--- src/hw/rtl/c3s_pkg.sv ---
package c3s_pkg;

    // default build parameters
    localparam int DEF_MAX_PADDED_COLS = 1024;
    localparam int DEF_PIXEL_BITS      = 8;

    // fixed field widths
    localparam int CNT_W    = 10;
    localparam int OUT_W    = 20;
    localparam int WGT_W    = 8;
    localparam int WROW_W   = 24;
    localparam int TAPS     = 9;
    localparam int FIFO_DEPTH = 4;
    localparam int FIFO_CNT_W = $clog2(FIFO_DEPTH + 1);

    // largest interior row or column count
    localparam logic [CNT_W-1:0] COUNT_LIMIT = 10'd1022;

    // reset values of the register file
    localparam logic [CNT_W-1:0]  RST_WIDTH   = 10'd512;
    localparam logic [CNT_W-1:0]  RST_HEIGHT  = 10'd512;
    localparam logic [WROW_W-1:0] RST_WTOP    = 24'h000000;
    localparam logic [WROW_W-1:0] RST_WMID    = 24'h000100;
    localparam logic [WROW_W-1:0] RST_WBOTTOM = 24'h000000;

    // register map, word index
    typedef enum logic [2:0] {
        REG_IMAGE_WIDTH    = 3'd0,
        REG_IMAGE_HEIGHT   = 3'd1,
        REG_WEIGHTS_TOP    = 3'd2,
        REG_WEIGHTS_MID    = 3'd3,
        REG_WEIGHTS_BOTTOM = 3'd4
    } reg_idx_t;

endpackage

--- src/hw/rtl/c3s_back.sv ---
module c3s_back
    import c3s_pkg::*;
#(
    parameter int PIXEL_BITS = DEF_PIXEL_BITS
) (
    input  logic                      aclk,
    input  logic                      aresetn,
    input  logic                      fifo_valid,
    input  logic [TAPS*PIXEL_BITS:0]  fifo_data,
    output logic                      pop,
    input  logic [WROW_W-1:0]         weights_top,
    input  logic [WROW_W-1:0]         weights_mid,
    input  logic [WROW_W-1:0]         weights_bottom,
    output logic                      m_valid,
    input  logic                      m_ready,
    output logic signed [OUT_W-1:0]   m_filtered_value,
    output logic                      m_last_of_frame
);

    localparam int EXT_W = (PIXEL_BITS + 9 > OUT_W) ? PIXEL_BITS + 9 : OUT_W;

    logic [2:0][WROW_W-1:0] wrows;
    logic [OUT_W-1:0]       prod [TAPS];

    logic                   v1_reg;
    logic                   v2_reg;
    logic                   out_valid_reg;
    logic                   ready1;
    logic                   ready2;
    logic                   ready3;
    logic [OUT_W-1:0]       prod_reg [TAPS];
    logic                   last1_reg;
    logic [OUT_W-1:0]       row_sum_reg [3];
    logic                   last2_reg;
    logic [OUT_W-1:0]       out_value_reg;
    logic                   out_last_reg;

    assign wrows = {weights_bottom, weights_mid, weights_top};

    // nine signed-by-unsigned products, wrapped to the output width
    for (genvar k = 0; k < TAPS; k++) begin : g_tap
        logic [EXT_W-1:0] full;
        assign full = EXT_W'(signed'(wrows[k / 3][(k % 3) * WGT_W +: WGT_W]))
                    * EXT_W'(fifo_data[k * PIXEL_BITS +: PIXEL_BITS]);
        assign prod[k] = full[OUT_W-1:0];
    end

    // stage handshake, each stage moves when the next one frees up
    assign ready3 = !out_valid_reg || m_ready;
    assign ready2 = !v2_reg || ready3;
    assign ready1 = !v1_reg || ready2;
    assign pop    = fifo_valid && ready1;

    // valid bits
    always_ff @(posedge aclk) begin
        if (!aresetn) begin
            v1_reg        <= 1'b0;
            v2_reg        <= 1'b0;
            out_valid_reg <= 1'b0;
        end else begin
            if (ready1) begin
                v1_reg <= fifo_valid;
            end
            if (ready2) begin
                v2_reg <= v1_reg;
            end
            if (ready3) begin
                out_valid_reg <= v2_reg;
            end
        end
    end

    // multiply stage
    always_ff @(posedge aclk) begin
        if (ready1) begin
            for (int k = 0; k < TAPS; k++) begin
                prod_reg[k] <= prod[k];
            end
            last1_reg <= fifo_data[TAPS*PIXEL_BITS];
        end
    end

    // row sums
    always_ff @(posedge aclk) begin
        if (ready2) begin
            for (int r = 0; r < 3; r++) begin
                row_sum_reg[r] <= prod_reg[3*r] + prod_reg[3*r+1] + prod_reg[3*r+2];
            end
            last2_reg <= last1_reg;
        end
    end

    // final sum into the output register
    always_ff @(posedge aclk) begin
        if (ready3) begin
            out_value_reg <= row_sum_reg[0] + row_sum_reg[1] + row_sum_reg[2];
            out_last_reg  <= last2_reg;
        end
    end

    assign m_valid          = out_valid_reg;
    assign m_filtered_value = signed'(out_value_reg);
    assign m_last_of_frame  = out_last_reg;

endmodule

--- config.mk ---
export PLATFORM = sky130hd
export DESIGN_NAME = c3s_back
export DESIGN_NICKNAME = d
export VERILOG_FILES = /design/src/hw/rtl/c3s_pkg.sv /design/src/hw/rtl/c3s_back.sv
export SDC_FILE = /design/constraint.sdc
export NUM_CORES = 2
export LEC_CHECK = 0
export ABC_AREA = 1
export BUFFER_PORTS_ARGS = -buffer_cell sky130_fd_sc_hd__buf_2
export CORE_UTILIZATION = 25
export DETAILED_ROUTE_END_ITERATION = 12
export PLACE_DENSITY_LB_ADDON = 0.15
export SLEW_MARGIN = 0
export SYNTH_ARGS = -nofsm -noshare
export SYNTH_HDL_FRONTEND = slang
export SYNTH_SLANG_ARGS = --single-unit
--- constraint.sdc ---
create_clock -name aclk -period 9.36 [get_ports aclk]
set_input_delay 0.936 -clock aclk [delete_from_list [all_inputs] [get_ports aclk]]
set_output_delay 0.936 -clock aclk [all_outputs]
set_load 0.005 [all_outputs]
==> reports/metrics.yaml <==
run_status: "complete, no violations"
dr.pass1.iters: 5
timing.final.ws_setup_ns: 4.93
met3_wirelength_um: 2350
net-switching-power_mw: 6.56
place.port_buffers: 171
number_of_global_route_vias_before_repair: 25468
chipHeight_um: 369
max_cap_violations: 0
total_power_mw: 12.8
postSynth.asyncResetShare_pct: 0
clkPwrFrac_pct: 10.2
power.internal_mw: 6.27
post_cts.resized_instances: 0
final_max_slew_viol_count: 0
synthesis.nets: 5131
hold_viol_final: 0
rsz0062_at_grt: "false"
num_clock_sinks: 239
antenna_viol_nets_final: 0
worst_path_max_delay_cell: "fa_1"
die_w_um: 369
cells_on_worst_reg2reg_path: 4
seq_area_frac_synth_pct: 21.3
skew_ns: 0.0130
remaining_drc_errors: 0
htree_num_levels: 2
grt_pass1_wl_um: 135000
critical_path.startpoint: "weights_mid[7]"
worstReg2RegStart: "m_valid"
instances_no_fill: 5997
reg2reg_slack_ns: 6.35
place.detailed.instances: 5926
design.core.area_mm2: 0.133
critical_path.most_common_cell: "nand2_1"
first_iter_violations: 1035
clk-insertion-delay-late_ns: 0.54
yosys_warnings: 0
highest-signal-layer: "met5"
die_area_mm2: 0.136
post_route_setup_tns_ns: 0
cell_with_the_most_instances_after_synthesis: "nand2_1"
dpl_cell_area_mm2: 0.0362
post_route_cells_drive_above_1_share_pct: 6.61
hold_path.class: "flop to flop"
io_pins: 172
hold_path.startpoint: "last2_reg"
power-per-cell-area_mw_per_mm2: 343
row_count: 134
grt_max_degree: 65
cp_data_arrival_time_ns: 4.73
timing.critical_path.from_type: "input pin"
globalRoute.totalOverflow: 0
initial_antenna_violation_count: 19
clock_tree_from_tritoncts: "built"
power.combinational.fraction_pct: 70.1
cp_endpoint: "prod_reg[1][34]"
period_needed_ns: 4.43
slowest_delay_ns: 0.49
top_achievable_clock_speed_mhz: 226
mappedNetlistArea_mm2: 0.0336
crit-reg2reg-capture: "prod_reg[3][34]"
synth-seq-cells: 239
pre_cts_ws_ns: 4.38
cts.root.buffer_cell: "clkbuf_16"
synth_enable_flop_cells: 236
timing.final.crit_share_pct: 47.4
crit_required_ns: 9.65
critical_path_class: "input pin to flop"
clkTransAtPathRegs_ns: 0.06
syn-mean-instance-area_um2: 8.16
grt_overall_usage_pct: 12.4
static_leakage_nw: 21.4
post_drt_via_cell_ratio: 4.08
wire_per_inst_um: 13.6
proportion_of_total_power_due_to_net_switching_pct: 51.1
areaGrowthSynthToFinish_pct: 11.1
critical_path_maximum_fanout: 9
vias_after_detailed_routing: 24474
power_frac_seq_pct: 19.8
cts_post_setup_buffers_inserted: 0
synth_area_leader_cell: "fa_1"
place.detailed.hpwl_um: 69300
route.layer.met1.wl_um: 40700
gp_routability_congestion: 0.792
post_synth_most_frequent_cells: "nand2_1 (1098), inv_1 (1069), ha_1 (456), fa_1 (407), edfxtp_1 (236)"
layout.cell_area.non_filler_mm2: 0.0374
ctsLongestPathBuffers: 3
postLayoutCoreUtil_pct: 28.0
met2_wirelength_um: 37200
largest_reg_flops: 153
yosys-top-cells-area: "fa_1 (24%), edfxtp_1 (21%), ha_1 (17%)"
vdd.ir_drop.worst_v: 0.000153
routed_wl_um: 81500
dominantRegCellSynth: "edfxtp_1"
setup_viol: 0
finalHoldWorstSlack_ns: 0.419
netlist-cell-type-count: 28
fin_nets: 5206
synthDominantCellAreaShare_pct: 24.2
cts_made_buffers: 34
cts-hold-fix-buffers: 0
worst_setup_ep_type: "flop"
relSlewSlack_pct: 35.8
max_slew.worst_pin.slew_ns: 0.961
worstPathCellList: "buf_2 > clkinv_1 > or2_2 > fa_1 > fa_1 > inv_1 > fa_1 > inv_1 > fa_1 > inv_1 > ha_1 > a21oi_1 > o21ai_2 > nand2_1 > nand2_1 > nand2_1 > nand2_1 > nand2_1 > nand2_1"
syn-instance-count: 4119
initial_util_pct: 25.2
==> routing by layer <==
layer	global-route usage (%)	vias to the layer above
met2	20.4	275
li1	-	12510
met5	0	-
met3	1.57	87
met4	2.23	10
met1	17.4	11592
==> critical path, delay by kind of cell <==
kind                     cells  cell delay, ns
AO/OA/AOI/OAI                2            0.29
adder cells (fa/ha/maj)      5            2.24
buffers and inverters        5            0.49
AND/OR/NAND/NOR              7            0.77
==> kinds of logic (layout without fill, tap and decap cells) <==
logic type      Yosys count  in the layout  share of synthesized area, %
compound gates          212            212                          3.41
xor+xnor                111            111                          2.89
fa+ha+maj               863            863                          41.2
buf+inv                1213           1313                          13.5
flops                   239            239                          21.3
other cells               0             10                             0
simple gates           1481           1481                          17.7
==> power by group through the flow <==
stage / registers, mW / clock network [mW] / logic [mW]
CTS: 2.56 / 1.36 / 9.26
finish: 2.53 / 1.30 / 8.98
floorplan: 2.39 / 0 / 6.69
detailed placement: 2.57 / 0 / 9.17
global route: 2.61 / 1.40 / 10.6
global placement: 2.58 / 0 / 9.22
==> how the worst min path moves through the flow <==
stage / to / cells past startpoint
after floorplan: last2_reg / 0
after global placement: m_last_of_frame / 0
after detailed placement: m_last_of_frame / 0
after CTS: m_last_of_frame / 0
after global routing: m_last_of_frame / 0
final: m_last_of_frame / 0
==> placed cells by master, fill, tap and decap left out, types with 10 or more instances in the layout <==
cell type     n
nand2_1    1097
inv_1      1068
ha_1        456
fa_1        407
edfxtp_1    236
buf_2       171
nor2_1      163
a21oi_1     137
nand3_1     125
xor2_1       80
o21ai_0      37
clkbuf_16    37
xnor2_1      31
nor3_1       28
or2_2        27
nand4_1      17
a31oi_1      15
clkinv_1     11
diode_2      10
==> area by class of cell <==
class | instances | area (um2)
clock inverters | 16 | 171
diodes | 10 | 25.0
inverters | 1078 | 4050
clock buffers | 45 | 956
multi-input cells | 2667 | 21900
repair buffers | 174 | 878
fillers | 14706 | 96100
well taps | 1768 | 2210
flip-flops and latches | 239 | 7150
(Power assumes the default switching activity.)
