File: config.mk
export PLATFORM = sky130hd
export DESIGN_NAME = c3s_fifo
export DESIGN_NICKNAME = d
export VERILOG_FILES = /design/src/hw/rtl/c3s_pkg.sv /design/src/hw/rtl/c3s_fifo.sv
export SDC_FILE = /design/constraint.sdc
export NUM_CORES = 1
export LEC_CHECK = 0
export BUFFER_PORTS_ARGS = -buffer_cell sky130_fd_sc_hd__buf_4
export CAP_MARGIN = 0
export CORE_MARGIN = 4
export CORE_UTILIZATION = 57
export CTS_CLUSTER_DIAMETER = 150
export DETAILED_ROUTE_END_ITERATION = 6
export PLACE_DENSITY = 0.79
export REMOVE_ABC_BUFFERS = 1
export SLEW_MARGIN = 20
export SYNTH_ARGS = -nofsm -noshare
export SYNTH_HDL_FRONTEND = slang
export SYNTH_SLANG_ARGS = --single-unit
File: constraint.sdc
create_clock -name aclk -period 3.1 [get_ports aclk]
set_clock_uncertainty 0.15 [all_clocks]
set_input_delay 0.155 -clock aclk [delete_from_list [all_inputs] [get_ports aclk]]
set_output_delay 0.155 -clock aclk [all_outputs]
set_load 0.05 [all_outputs]
File: src/hw/rtl/c3s_pkg.sv
package c3s_pkg;

    // default build parameters
    localparam int DEF_MAX_PADDED_COLS = 1024;
    localparam int DEF_PIXEL_BITS      = 8;

    // fixed field widths
    localparam int CNT_W    = 10;
    localparam int OUT_W    = 20;
    localparam int WGT_W    = 8;
    localparam int WROW_W   = 24;
    localparam int TAPS     = 9;
    localparam int FIFO_DEPTH = 4;
    localparam int FIFO_CNT_W = $clog2(FIFO_DEPTH + 1);

    // largest interior row or column count
    localparam logic [CNT_W-1:0] COUNT_LIMIT = 10'd1022;

    // reset values of the register file
    localparam logic [CNT_W-1:0]  RST_WIDTH   = 10'd512;
    localparam logic [CNT_W-1:0]  RST_HEIGHT  = 10'd512;
    localparam logic [WROW_W-1:0] RST_WTOP    = 24'h000000;
    localparam logic [WROW_W-1:0] RST_WMID    = 24'h000100;
    localparam logic [WROW_W-1:0] RST_WBOTTOM = 24'h000000;

    // register map, word index
    typedef enum logic [2:0] {
        REG_IMAGE_WIDTH    = 3'd0,
        REG_IMAGE_HEIGHT   = 3'd1,
        REG_WEIGHTS_TOP    = 3'd2,
        REG_WEIGHTS_MID    = 3'd3,
        REG_WEIGHTS_BOTTOM = 3'd4
    } reg_idx_t;

endpackage

File: src/hw/rtl/c3s_fifo.sv
module c3s_fifo
    import c3s_pkg::*;
#(
    parameter int DW = 73
) (
    input  logic                  aclk,
    input  logic                  aresetn,
    input  logic                  push,
    input  logic [DW-1:0]         push_data,
    input  logic                  pop,
    output logic                  fifo_valid,
    output logic [DW-1:0]         fifo_data,
    output logic [FIFO_CNT_W-1:0] fifo_count
);

    localparam int PTR_W = $clog2(FIFO_DEPTH);

    logic [DW-1:0]         entry_reg [FIFO_DEPTH];
    logic [PTR_W-1:0]      wr_ptr_reg;
    logic [PTR_W-1:0]      rd_ptr_reg;
    logic [FIFO_CNT_W-1:0] count_reg;
    logic [FIFO_CNT_W-1:0] count_next;

    // occupancy
    always_comb begin
        count_next = count_reg;
        if (push && !pop) begin
            count_next = count_reg + 1'b1;
        end else if (pop && !push) begin
            count_next = count_reg - 1'b1;
        end
    end

    // pointers and count
    always_ff @(posedge aclk) begin
        if (!aresetn) begin
            wr_ptr_reg <= '0;
            rd_ptr_reg <= '0;
            count_reg  <= '0;
        end else begin
            count_reg <= count_next;
            if (push) begin
                wr_ptr_reg <= wr_ptr_reg + 1'b1;
            end
            if (pop) begin
                rd_ptr_reg <= rd_ptr_reg + 1'b1;
            end
        end
    end

    // storage
    always_ff @(posedge aclk) begin
        if (push) begin
            entry_reg[wr_ptr_reg] <= push_data;
        end
    end

    assign fifo_valid = (count_reg != '0);
    assign fifo_data  = entry_reg[rd_ptr_reg];
    assign fifo_count = count_reg;

endmodule

==> report_table.html, run 1 <==
<table>
<tr><th>Metric</th><th>Value</th></tr>
<tr><th colspan="2">Global routing</th></tr>
<tr><td>Overall global routing resource usage</td><td>0.204</td></tr>
<tr><td>Number of global-route vias before repair</td><td>around 6k</td></tr>
<tr><td>Initial antenna violation count</td><td>1</td></tr>
<tr><td>Congestion Overflow GR</td><td>0</td></tr>
<tr><td>Global-route wire length before repair</td><td>about 34,000 um</td></tr>
<tr><td>Maximum number of pins on one net before global-route repair</td><td>47</td></tr>
<tr><th colspan="2">Synthesis</th></tr>
<tr><td>Average cell area after synthesis</td><td>26.1 sq um</td></tr>
<tr><td>Ranking of synthesized cells by area</td><td>edfxtp_1 (79%), mux4_2 (15%), dfxtp_1 (1.6%)</td></tr>
<tr><td>Arithmetic-cell share of the synthesized area counting full adders, half adders and majority gates</td><td>0.00748</td></tr>
<tr><td>Area share of xor/xnor cells in the synthesized design</td><td>0.00396</td></tr>
<tr><td>Synthesized flop and latch total</td><td>approximately 300</td></tr>
<tr><td>Largest family of logic cells by synthesized area</td><td>multiplexers</td></tr>
<tr><td>Number of instances in the synthesized netlist</td><td>between 400 and 500</td></tr>
<tr><td>Sequential share of the synthesized area</td><td>0.810</td></tr>
<tr><td>Portion of synthesized cell area occupied by the leading cell type</td><td>0.794</td></tr>
<tr><td>Distinct cell type count after synthesis</td><td>20</td></tr>
<tr><td>Mapped Area</td><td>roughly 11,000 sq um</td></tr>
<tr><td>Share of cell area taken by muxes after synthesis</td><td>0.151</td></tr>
<tr><td>Synthesized-area fraction occupied by and/or/nand/nor cells</td><td>0.00770</td></tr>
<tr><td>Post-synthesis compound-gate area fraction</td><td>0.00113</td></tr>
<tr><td>Total of warnings raised by yosys</td><td>0</td></tr>
<tr><td>Top cell type by total area after synthesis</td><td>edfxtp_1</td></tr>
<tr><th colspan="2">STA</th></tr>
<tr><td>Highest attainable clock frequency</td><td>about 380 MHz</td></tr>
<tr><td>Slew of the pin with the lowest slew margin</td><td>around 0.68 ns</td></tr>
<tr><td>Worst max-slew margin expressed relative to the limit</td><td>0.547</td></tr>
<tr><td>Post-route worst hold slack</td><td>between 0.2 and 0.25 ns</td></tr>
<tr><td>Crit path time final</td><td>~2.7 ns</td></tr>
<tr><td>Number of max-slew violations in the final report</td><td>0</td></tr>
<tr><td>Endpoints failing setup</td><td>0</td></tr>
<tr><td>Setup repair after global routing missed its margin</td><td>false</td></tr>
<tr><td>Final hold viol count</td><td>0</td></tr>
<tr><td>Portion of the clock cycle consumed by the worst path in the final layout</td><td>0.857</td></tr>
<tr><th colspan="2">Final layout</th></tr>
<tr><td>Final Net Count</td><td>approximately 770</td></tr>
<tr><td>Fill count</td><td>roughly 1.0k</td></tr>
<tr><td>Most frequent cells in the layout</td><td>edfxtp_1 (292), buf_4 (163), dlygate4sd3_1 (77), mux4_2 (72), clkbuf_16 (29)</td></tr>
<tr><td>Area added between synthesis and finish</td><td>28.8%</td></tr>
<tr><td>Commonest non-fill, non-tap cell in the layout</td><td>edfxtp_1</td></tr>
<tr><td>Non-filler instance count after layout</td><td>965</td></tr>
<tr><td>Layout cell share with drive strength beyond 1</td><td>0.405</td></tr>
<tr><td>Number of flip-flops in the largest register</td><td>slightly below 300</td></tr>
<tr><th colspan="2">Outcome</th></tr>
<tr><td>Run status</td><td>finished, final reports clean</td></tr>
<tr><th colspan="2">Clocking</th></tr>
<tr><td>Number of clock buffers inserted by TritonCTS</td><td>29</td></tr>
<tr><td>Deepest level of the CTS H-tree</td><td>1</td></tr>
<tr><td>Number of buffers between clock root and the deepest sink</td><td>3</td></tr>
<tr><td>CTS sink cnt</td><td>~300</td></tr>
<tr><td>CTS tree</td><td>yes</td></tr>
<tr><td>CTS-repair resized insts</td><td>0</td></tr>
<tr><td>Reg clk slew, reported paths</td><td>approximately 0.06 ns</td></tr>
<tr><td>Count of buffers added by post-CTS timing repair for setup</td><td>0</td></tr>
<tr><td>Clk root buf</td><td>clkbuf_16</td></tr>
<tr><td>Hold-fix buffers, CTS</td><td>77</td></tr>
<tr><td>Clk Latency, worst-skew pair</td><td>about 0.52 ns</td></tr>
<tr><th colspan="2">Route</th></tr>
<tr><td>Initial detailed-routing violation count</td><td>between 300 and 400</td></tr>
<tr><td>TritonRoute pass-1 iters</td><td>5</td></tr>
<tr><td>Post-detailed-route count of antenna-violating nets</td><td>0</td></tr>
<tr><td>Detailed-route via count</td><td>between 5k and 6k</td></tr>
<tr><td>Via density</td><td>~5.5</td></tr>
<tr><td>Routed WL per cell</td><td>around 23 um</td></tr>
<tr><td>Final routed wirelength across all metal layers</td><td>between 20,000 and 25,000 um</td></tr>
<tr><td>Residual DRC count</td><td>0</td></tr>
<tr><th colspan="2">Floorplanning</th></tr>
<tr><td>Die span in x</td><td>147 um</td></tr>
<tr><td>Row count</td><td>50</td></tr>
<tr><td>Ports</td><td>154</td></tr>
<tr><td>Total core area</td><td>18,900 sq um</td></tr>
<tr><td>Die ar.</td><td>between 20,000 and 25,000 sq um</td></tr>
<tr><td>Y dimension of the die</td><td>around 150 um</td></tr>
<tr><td>Initial cell density of the core</td><td>0.585</td></tr>
<tr><th colspan="2">Setup path</th></tr>
<tr><td>Worst Path Class, Setup</td><td>flip-flop to output port</td></tr>
<tr><td>Required arrival time at the worst endpoint</td><td>between 2 and 3 ns</td></tr>
<tr><td>Critical Path End</td><td>fifo_data[63]</td></tr>
<tr><td>CP endpoint kind</td><td>output port</td></tr>
<tr><td>Kind of start point of the critical path</td><td>flip-flop</td></tr>
<tr><td>Setup slack of the worst register-to-register path</td><td>about 1.1 ns</td></tr>
<tr><td>Endpoint of the worst-slack reg-to-reg timing path</td><td>entry_reg[1][18]</td></tr>
<tr><td>Worst Path Max Fanout</td><td>23</td></tr>
<tr><td>R2r worst-path depth</td><td>4</td></tr>
<tr><td>R2r startpoint</td><td>wr_ptr_reg[1]</td></tr>
<tr><td>Arrival time reported for the critical path endpoint</td><td>about 2.4 ns</td></tr>
<tr><th colspan="2">Place</th></tr>
<tr><td>Global placer's final weighted congestion</td><td>0.698</td></tr>
<tr><td>HPWL Detailed</td><td>12,400 um</td></tr>
<tr><td>PortBufs</td><td>around 150</td></tr>
<tr><td>Number of placed instances, taps included</td><td>approximately 830</td></tr>
<tr><th colspan="2">Hold path</th></tr>
<tr><td>Tightest Hold Check Type</td><td>input port to flip-flop</td></tr>
<tr><th colspan="2">Run</th></tr>
<tr><td>Count of maximum capacitance violations</td><td>0</td></tr>
<tr><th colspan="2">Power and ir drop</th></tr>
<tr><td>Total power of the final layout</td><td>just under 0.01 W</td></tr>
<tr><td>Maximum VDD drop</td><td>~0.61 mV</td></tr>
<tr><td>LEAKAGE</td><td>slightly below 5 nW</td></tr>
<tr><td>Power density over the cells</td><td>between 600 and 700 nW/um^2</td></tr>
</table>
[worst max-delay path, stage by stage (launching register included)]
cell and delay [ns]:
dfxtp_4 0.66, buf_4 0.35, mux4_1 0.59, buf_4 0.21
[cell usage after synthesis]
master	number
nand2_1	1
clkbuf_2	1
a21boi_0	1
or3_1	2
xor2_1	3
fa_1	1
mux2i_1	2
mux4_1	1
ha_1	5
xnor2_1	2
edfxtp_1	292
inv_1	4
and2_1	9
buf_2	7
o21ai_0	1
mux4_2	72
buf_6	1
nor2b_1	2
buf_12	7
dfxtp_1	9
[logic make-up after synthesis]
family,Yosys count
buffers and inverters,20
muxes,75
DFF,301
AOI/OAI and AO/OA,2
xor gates and xnor gates,5
adders and majority gates,6
and+or+nand+nor,14
[where the power goes]
group / switching (W) / total (W) / internal, W
registers: 0.0000835 / 0.00476 / 0.00467
logic: 0.000965 / 0.00156 / 0.000591
clock network: 0.00139 / 0.00352 / 0.00213
[area by class of cell]
type | count | area [sq um] | area share
timing repair buffer | 244 | 2070 | 0.146
clock inverter | 18 | 210 | 0.0148
multi-input combinational | 102 | 1900 | 0.134
sequential | 301 | 8960 | 0.629
inverter | 4 | 15.0 | 0.00105
clock buffer | 35 | 748 | 0.0526
antenna | 1 | 2.50 | 0.000176
tap | 260 | 325 | 0.0229
[worst min path at each step]
stage | from | end | slack, ns | cells after the start
6_report | push_data[10] | entry_reg[0][10] | 0.22 | 2
5_1_grt | push_data[13] | entry_reg[0][13] | 0.21 | 2
4_1_cts | push_data[47] | entry_reg[2][47] | 0.19 | 2
3_5_place_dp | push_data[51] | entry_reg[3][51] | 0.21 | 1
3_3_place_gp | push_data[11] | entry_reg[1][11] | 0.20 | 1
2_1_floorplan | push_data[0] | entry_reg[0][0] | 0.10 | 0
[metrics by stage]
| step | worst slack, ns | cell area (sq um) | util | TNS [ns] |
|---|---|---|---|---|
| finish | 0.443 | 14200 | 0.753 | 0 |
| detailed placement | 0.933 | 12500 | 0.662 | 0 |
| floorplan | -1.32 | 10900 | - | -80.11 |
| global placement | 0.964 | 12500 | 0.662 | 0 |
| CTS | 0.353 | 14200 | 0.753 | 0 |
| global route | 0.294 | 14200 | 0.753 | 0 |
[routing by layer]
metal | global-route usage | up-vias | wire (um)
met3 | 0.0339 | 37 | 1270
met2 | 0.347 | 193 | 11400
li1 | - | 2326 | -
met1 | 0.279 | 2720 | 8600
met5 | 0 | - | 0
met4 | 0.0545 | 0 | 476
Note: power is estimated with default switching activity, not from simulation.
==> run 2, diff against run 1 <==
--- a/config.mk
+++ b/config.mk
@@ -5,6 +5,7 @@
 export SDC_FILE = /design/constraint.sdc
 export NUM_CORES = 1
 export LEC_CHECK = 0
+export ABC_AREA = 1
 export BUFFER_PORTS_ARGS = -buffer_cell sky130_fd_sc_hd__buf_4
 export CAP_MARGIN = 0
 export CORE_MARGIN = 4
==> report_table.html, run 2 <==
<table>
<tr><th>Metric</th><th>Value</th></tr>
<tr><th colspan="2">STA</th></tr>
<tr><td>Crit path time final</td><td>between 2 and 3 ns</td></tr>
<tr><td>Endpoints failing setup</td><td>0</td></tr>
<tr><td>Number of max-slew violations in the final report</td><td>0</td></tr>
<tr><td>Highest attainable clock frequency</td><td>between 300 and 400 MHz</td></tr>
<tr><td>Slew of the pin with the lowest slew margin</td><td>~0.93 ns</td></tr>
<tr><td>Portion of the clock cycle consumed by the worst path in the final layout</td><td>0.850</td></tr>
<tr><td>Worst max-slew margin expressed relative to the limit</td><td>0.378</td></tr>
<tr><td>Setup repair after global routing missed its margin</td><td>false</td></tr>
<tr><td>Final hold viol count</td><td>0</td></tr>
<tr><th colspan="2">Clocking</th></tr>
<tr><td>Clk root buf</td><td>clkbuf_16</td></tr>
<tr><td>CTS sink cnt</td><td>301</td></tr>
<tr><td>Number of clock buffers inserted by TritonCTS</td><td>29</td></tr>
<tr><td>Reg clk slew, reported paths</td><td>0.06 ns</td></tr>
<tr><td>CTS tree</td><td>yes</td></tr>
<tr><td>Number of buffers between clock root and the deepest sink</td><td>3</td></tr>
<tr><td>Clk Latency, worst-skew pair</td><td>between 0.5 and 0.6 ns</td></tr>
<tr><td>Deepest level of the CTS H-tree</td><td>1</td></tr>
<tr><td>CTS-repair resized insts</td><td>0</td></tr>
<tr><th colspan="2">Synthesis</th></tr>
<tr><td>Portion of synthesized cell area occupied by the leading cell type</td><td>0.778</td></tr>
<tr><td>Synthesized flop and latch total</td><td>between 300 and 400</td></tr>
<tr><td>Number of instances in the synthesized netlist</td><td>~760</td></tr>
<tr><td>Most used flip-flop cell after synthesis</td><td>edfxtp_1</td></tr>
<tr><td>Mapped Area</td><td>approximately 11,000 sq um</td></tr>
<tr><td>Ranking of synthesized cells by area</td><td>edfxtp_1 (78%), nor2_1 (5.1%), o22ai_1 (4.1%)</td></tr>
<tr><td>Distinct cell type count after synthesis</td><td>20</td></tr>
<tr><td>Total of warnings raised by yosys</td><td>0</td></tr>
<tr><td>Fraction of synthesis flops using an asynchronous set or reset pin</td><td>0</td></tr>
<tr><td>Ranking of synthesized cells by instance count</td><td>edfxtp_1 (292), nor2_1 (152), o21ai_0 (85), o22ai_1 (73), o21ai_1 (67)</td></tr>
<tr><td>Cell with the most instances after synthesis</td><td>edfxtp_1</td></tr>
<tr><td>Count of flip-flops with a built-in enable after synthesis</td><td>a little under 300</td></tr>
<tr><td>Top cell type by total area after synthesis</td><td>edfxtp_1</td></tr>
<tr><td>Average cell area after synthesis</td><td>14.8 sq um</td></tr>
<tr><td>Sequential share of the synthesized area</td><td>0.794</td></tr>
<tr><th colspan="2">Setup path</th></tr>
<tr><td>Endpoint of the worst-slack reg-to-reg timing path</td><td>entry_reg[2][67]</td></tr>
<tr><td>Worst Path Max Fanout</td><td>44</td></tr>
<tr><td>Worst Path Class, Setup</td><td>flip-flop to output port</td></tr>
<tr><td>Setup slack of the worst register-to-register path</td><td>about 0.95 ns</td></tr>
<tr><td>R2r startpoint</td><td>wr_ptr_reg[0]</td></tr>
<tr><td>Critical Path End</td><td>fifo_data[23]</td></tr>
<tr><td>Arrival time reported for the critical path endpoint</td><td>~2.3 ns</td></tr>
<tr><td>Maximum cell stage delay along the critical path</td><td>between 0.5 and 0.6 ns</td></tr>
<tr><td>CP endpoint kind</td><td>output port</td></tr>
<tr><td>Kind of start point of the critical path</td><td>flip-flop</td></tr>
<tr><td>Required arrival time at the worst endpoint</td><td>about 2.8 ns</td></tr>
<tr><td>R2r worst-path depth</td><td>5</td></tr>
<tr><td>Slowest-stage cell, CP</td><td>dfxtp_2</td></tr>
<tr><td>Series of cell instances along the critical path</td><td>inv_2 -&gt; buf_4 -&gt; o21ai_1 -&gt; o22ai_1 -&gt; buf_4</td></tr>
<tr><td>Cell with the most instances on the worst path</td><td>buf_4</td></tr>
<tr><th colspan="2">Power and ir drop</th></tr>
<tr><td>Maximum VDD drop</td><td>about 0.49 mV</td></tr>
<tr><td>LEAKAGE</td><td>between 5 and 6 nW</td></tr>
<tr><td>Power density over the cells</td><td>674 nW/um^2</td></tr>
<tr><th colspan="2">Route</th></tr>
<tr><td>Post-detailed-route count of antenna-violating nets</td><td>0</td></tr>
<tr><td>TritonRoute pass-1 iters</td><td>4</td></tr>
<tr><td>Via density</td><td>around 5.5</td></tr>
<tr><td>Detailed-route via count</td><td>about 7.1k</td></tr>
<tr><td>Initial detailed-routing violation count</td><td>573</td></tr>
<tr><td>Final routed wirelength across all metal layers</td><td>approximately 25,000 um</td></tr>
<tr><td>Routed WL per cell</td><td>19.4 um</td></tr>
<tr><td>Residual DRC count</td><td>0</td></tr>
<tr><th colspan="2">Floorplanning</th></tr>
<tr><td>Die span in x</td><td>149 um</td></tr>
<tr><td>Initial cell density of the core</td><td>0.579</td></tr>
<tr><td>Y dimension of the die</td><td>approximately 150 um</td></tr>
<tr><td>Total core area</td><td>19,500 sq um</td></tr>
<tr><td>Row count</td><td>between 50 and 60</td></tr>
<tr><td>Die ar.</td><td>around 22,000 sq um</td></tr>
<tr><td>Ports</td><td>154</td></tr>
<tr><th colspan="2">Place</th></tr>
<tr><td>Standard cell area after detailed placement</td><td>between 10,000 and 15,000 sq um</td></tr>
<tr><td>PortBufs</td><td>around 150</td></tr>
<tr><td>HPWL Detailed</td><td>about 14,000 um</td></tr>
<tr><td>Global placer's final weighted congestion</td><td>between 0.7 and 0.8</td></tr>
<tr><th colspan="2">Final layout</th></tr>
<tr><td>Number of antenna repair diodes</td><td>0</td></tr>
<tr><td>Layout cell share with drive strength beyond 1</td><td>0.218</td></tr>
<tr><td>Post-route cell area</td><td>14,400 sq um</td></tr>
<tr><td>Area added between synthesis and finish</td><td>27.3%</td></tr>
<tr><td>Commonest non-fill, non-tap cell in the layout</td><td>edfxtp_1</td></tr>
<tr><td>Final core utilization</td><td>0.738</td></tr>
<tr><td>Fill count</td><td>1,189</td></tr>
<tr><td>Number of flip-flops in the largest register</td><td>roughly 290</td></tr>
<tr><td>Most frequent cells in the layout</td><td>edfxtp_1 (292), buf_4 (164), nor2_1 (152), o21ai_0 (85), dlygate4sd3_1 (78)</td></tr>
<tr><td>Final Net Count</td><td>around 1.1k</td></tr>
<tr><th colspan="2">Global routing</th></tr>
<tr><td>Maximum number of pins on one net before global-route repair</td><td>147</td></tr>
<tr><td>Global-route wire length before repair</td><td>about 38,000 um</td></tr>
<tr><td>Overall global routing resource usage</td><td>0.222</td></tr>
<tr><td>Congestion Overflow GR</td><td>0</td></tr>
<tr><td>Number of global-route vias before repair</td><td>approximately 7.3k</td></tr>
<tr><td>Initial antenna violation count</td><td>0</td></tr>
<tr><th colspan="2">Outcome</th></tr>
<tr><td>Run status</td><td>finished, final reports clean</td></tr>
<tr><th colspan="2">Hold path</th></tr>
<tr><td>Tightest Hold Check Type</td><td>input port to flip-flop</td></tr>
<tr><th colspan="2">Run</th></tr>
<tr><td>Count of maximum capacitance violations</td><td>0</td></tr>
</table>
-- run 2: final cells by class --
class	instances	area, sq um	share of cell area
inverters	17	71.3	0.00497
clock buffers	38	790	0.0550
well taps	265	332	0.0231
clock inverters	15	180	0.0125
multi-input cells	399	1940	0.135
repair buffers	246	2090	0.146
flip-flops and latches	301	8950	0.624
-- run 2: cells by family after synthesis --
family / synth area share
flops: 0.794
compound gates: 0.110
simple gates: 0.0549
buf+inv: 0.0344
fa+ha+maj: 0.00732
-- run 2: through the flow --
| step | TNS (ns) | hold WS (ns) | total power [W] | cells | setup slack (ns) |
|---|---|---|---|---|---|
| global route | 0 | 0.206 | 0.0100 | 1281 | 0.303 |
| floorplan | -100.26 | 0.104 | 0.00563 | 717 | -1.42 |
| detailed placement | 0 | 0.208 | 0.00615 | 1150 | 0.967 |
| global placement | 0 | 0.206 | 0.00611 | 1150 | 1.01 |
| CTS | 0 | 0.199 | 0.00974 | 1281 | 0.440 |
| finish | 0 | 0.218 | 0.00968 | 1281 | 0.466 |
-- run 2: layer usage --
metal,track usage,vias to the layer above,wire (um)
met5,0,-,0
met4,0.0527,0,429
met3,0.0338,36,1370
met2,0.391,222,12900
met1,0.296,3477,10100
li1,-,3336,-
-- run 2: worst min path at each step --
stage               slack [ns]  depth (start not counted)               end          start
floorplan                 0.10                          0   entry_reg[0][0]   push_data[0]
global placement          0.21                          1  entry_reg[2][53]  push_data[53]
detailed placement        0.21                          1  entry_reg[1][15]  push_data[15]
CTS                       0.20                          2  entry_reg[1][13]  push_data[13]
global route              0.21                          2  entry_reg[1][62]  push_data[62]
finish                    0.22                          2  entry_reg[0][13]  push_data[13]
-- run 2: where the power goes --
group | switching [W] | internal [W]
clock | 0.00140 | 0.00212
combinational | 0.00101 | 0.000446
sequential | 0.0000537 | 0.00465
-- run 2: repair_timing --
| item | CTS | global route |
|---|---|---|
| hold buffers | 78 | 0 |
| hold endpoints to repair | 323 | 0 |
| buffers inserted | 0 | 0 |
-- run 2: worst max-delay path, delay by kind of cell (launching register included) --
kind | cells | cell delay (ns)
flops | 1 | 0.51
buf+inv | 3 | 0.84
compound gates | 2 | 0.42
==> run 3, diff against run 2 <==
--- a/config.mk
+++ b/config.mk
@@ -9,10 +9,10 @@
 export BUFFER_PORTS_ARGS = -buffer_cell sky130_fd_sc_hd__buf_4
 export CAP_MARGIN = 0
 export CORE_MARGIN = 4
-export CORE_UTILIZATION = 57
+export CORE_UTILIZATION = 51
 export CTS_CLUSTER_DIAMETER = 150
 export DETAILED_ROUTE_END_ITERATION = 6
-export PLACE_DENSITY = 0.79
+export PLACE_DENSITY = 0.75
 export REMOVE_ABC_BUFFERS = 1
 export SLEW_MARGIN = 20
 export SYNTH_ARGS = -nofsm -noshare
==> constraint.sdc (replaced) <==
create_clock -name aclk -period 2.3 [get_ports aclk]
set_clock_uncertainty 0.15 [all_clocks]
set_input_delay 0.115 -clock aclk [delete_from_list [all_inputs] [get_ports aclk]]
set_output_delay 0.115 -clock aclk [all_outputs]
set_load 0.05 [all_outputs]
==> report_table.html, run 3 (synthesized netlist as in run 2, its figures left out) <==
<table>
<tr><th>Metric</th><th>Value</th></tr>
<tr><th colspan="2">Final layout</th></tr>
<tr><td>Commonest non-fill, non-tap cell in the layout</td><td>edfxtp_1</td></tr>
<tr><td>Fill count</td><td>between 1.5k and 2k</td></tr>
<tr><td>Number of flip-flops in the largest register</td><td>292</td></tr>
<tr><td>Final Net Count</td><td>approximately 1.1k</td></tr>
<tr><td>Most frequent cells in the layout</td><td>edfxtp_1 (292), buf_4 (167), nor2_1 (152), o21ai_0 (85), dlygate4sd3_1 (77)</td></tr>
<tr><td>Area added between synthesis and finish</td><td>28.1%</td></tr>
<tr><td>Layout cell share with drive strength beyond 1</td><td>0.218</td></tr>
<tr><th colspan="2">Floorplanning</th></tr>
<tr><td>Row count</td><td>54</td></tr>
<tr><td>Ports</td><td>between 150 and 200</td></tr>
<tr><td>Total core area</td><td>roughly 22,000 sq um</td></tr>
<tr><td>Initial cell density of the core</td><td>0.518</td></tr>
<tr><td>Die span in x</td><td>157 um</td></tr>
<tr><td>Y dimension of the die</td><td>roughly 160 um</td></tr>
<tr><td>Die ar.</td><td>roughly 25,000 sq um</td></tr>
<tr><th colspan="2">Route</th></tr>
<tr><td>TritonRoute pass-1 iters</td><td>5</td></tr>
<tr><td>Detailed-route via count</td><td>between 7k and 8k</td></tr>
<tr><td>Initial detailed-routing violation count</td><td>approximately 450</td></tr>
<tr><td>Final routed wirelength across all metal layers</td><td>between 20,000 and 25,000 um</td></tr>
<tr><td>Residual DRC count</td><td>0</td></tr>
<tr><td>Post-detailed-route count of antenna-violating nets</td><td>0</td></tr>
<tr><td>Routed WL per cell</td><td>approximately 18 um</td></tr>
<tr><td>Via density</td><td>5.42</td></tr>
<tr><th colspan="2">Clocking</th></tr>
<tr><td>Deepest level of the CTS H-tree</td><td>1</td></tr>
<tr><td>Number of clock buffers inserted by TritonCTS</td><td>29</td></tr>
<tr><td>Number of buffers between clock root and the deepest sink</td><td>3</td></tr>
<tr><td>CTS tree</td><td>yes</td></tr>
<tr><td>Clk root buf</td><td>clkbuf_16</td></tr>
<tr><td>Clk Latency, worst-skew pair</td><td>a little over 0.5 ns</td></tr>
<tr><td>CTS sink cnt</td><td>about 300</td></tr>
<tr><td>Reg clk slew, reported paths</td><td>roughly 0.06 ns</td></tr>
<tr><th colspan="2">Outcome</th></tr>
<tr><td>Run status</td><td>finished, final reports clean</td></tr>
<tr><th colspan="2">Setup path</th></tr>
<tr><td>Worst Path Class, Setup</td><td>flip-flop to output port</td></tr>
<tr><td>Kind of start point of the critical path</td><td>flip-flop</td></tr>
<tr><td>Required arrival time at the worst endpoint</td><td>just over 2 ns</td></tr>
<tr><td>CP endpoint kind</td><td>output port</td></tr>
<tr><td>R2r startpoint</td><td>wr_ptr_reg[1]</td></tr>
<tr><td>Arrival time reported for the critical path endpoint</td><td>1.97 ns</td></tr>
<tr><td>Worst Path Max Fanout</td><td>31</td></tr>
<tr><th colspan="2">Run</th></tr>
<tr><td>Count of maximum capacitance violations</td><td>0</td></tr>
<tr><th colspan="2">Global routing</th></tr>
<tr><td>Congestion Overflow GR</td><td>0</td></tr>
<tr><td>Number of global-route vias before repair</td><td>between 7k and 8k</td></tr>
<tr><td>Overall global routing resource usage</td><td>0.193</td></tr>
<tr><td>Global-route wire length before repair</td><td>37,500 um</td></tr>
<tr><td>Maximum number of pins on one net before global-route repair</td><td>just over 60</td></tr>
<tr><td>Initial antenna violation count</td><td>1</td></tr>
<tr><th colspan="2">Power and ir drop</th></tr>
<tr><td>Power density over the cells</td><td>~880 nW/um^2</td></tr>
<tr><td>Maximum VDD drop</td><td>approximately 0.53 mV</td></tr>
<tr><td>LEAKAGE</td><td>a little over 5 nW</td></tr>
<tr><th colspan="2">STA</th></tr>
<tr><td>Endpoints failing setup</td><td>0</td></tr>
<tr><td>Crit path time final</td><td>between 2 and 2.5 ns</td></tr>
<tr><td>Worst max-slew margin expressed relative to the limit</td><td>0.691</td></tr>
<tr><td>Post-route worst hold slack</td><td>approximately 0.19 ns</td></tr>
<tr><td>TNS Setup</td><td>0 ns</td></tr>
<tr><td>Slew of the pin with the lowest slew margin</td><td>~0.46 ns</td></tr>
<tr><td>Number of max-slew violations in the final report</td><td>0</td></tr>
<tr><td>Final hold viol count</td><td>0</td></tr>
<tr><td>Portion of the clock cycle consumed by the worst path in the final layout</td><td>0.972</td></tr>
<tr><td>Highest attainable clock frequency</td><td>around 450 MHz</td></tr>
<tr><th colspan="2">Hold path</th></tr>
<tr><td>HP Start</td><td>push_data[10]</td></tr>
<tr><td>Tightest Hold Check Type</td><td>input port to flip-flop</td></tr>
<tr><th colspan="2">Place</th></tr>
<tr><td>PortBufs</td><td>153</td></tr>
<tr><td>Global placer's final weighted congestion</td><td>~0.73</td></tr>
<tr><td>HPWL Detailed</td><td>roughly 14,000 um</td></tr>
</table>
-- run 3: final timing paths --
path	depth (start not counted)	slack [ns]	to
min reg2reg	1	0.30	flip-flop
min	2	0.19	entry_reg[1][10]
max reg2reg	5	0.54	entry_reg[1][44]
max	4	0.06	fifo_data[55]
-- run 3: final cells by class --
class,instances,area (sq um),area share
antenna,1,2.50,0.000173
clock buffer,34,744,0.0515
clock inverter,17,125,0.00866
inverter,17,73.8,0.00511
multi-input combinational,399,1940,0.134
sequential,301,8950,0.620
tap,280,350,0.0242
timing repair buffer,256,2260,0.156
-- run 3: per-layer routing --
layer,up-vias,routed length (um),part of all wire,global-route usage
met2,245,12000,0.50,0.327
met3,24,1650,0.069,0.0371
met4,0,262,0.011,0.0442
met1,3455,10100,0.42,0.262
li1,3354,-,-,-
met5,-,0,0,0
-- run 3: repair_timing --
action                                 4_1_cts  5_1_grt
endpoints found under the hold margin      301        0
hold buffers                                77        0
setup buffers                                1        2
setup endpoints to repair                   26       26
resized for setup                            2        2
-- run 3: where the power goes --
part,internal [W],total [W],switching [W]
Combinational,0.000639,0.00200,0.00136
Clock,0.00251,0.00434,0.00182
Sequential,0.00626,0.00633,0.0000624
-- run 3: critical path, stage by stage (launching register included) --
cell,delay (ns)
dfxtp_2,0.38
buf_4,0.34
o21ai_0,0.19
o22ai_1,0.29
buf_4,0.26
-- run 3: metrics by stage --
| step | total power [W] | worst slack, ns | cell area [sq um] | util | std cells |
|---|---|---|---|---|---|
| 2_1_floorplan | 0.00759 | -2.18 | 11000 | - | 717 |
| 5_1_grt | 0.0132 | -0.00108 | 14400 | 0.664 | 1305 |
| 6_report | 0.0127 | 0.0639 | 14400 | 0.664 | 1305 |
| 3_3_place_gp | 0.00829 | 0.497 | 12800 | 0.587 | 1173 |
| 4_1_cts | 0.0127 | 0.0136 | 14400 | 0.663 | 1302 |
| 3_5_place_dp | 0.00832 | 0.502 | 12800 | 0.587 | 1173 |
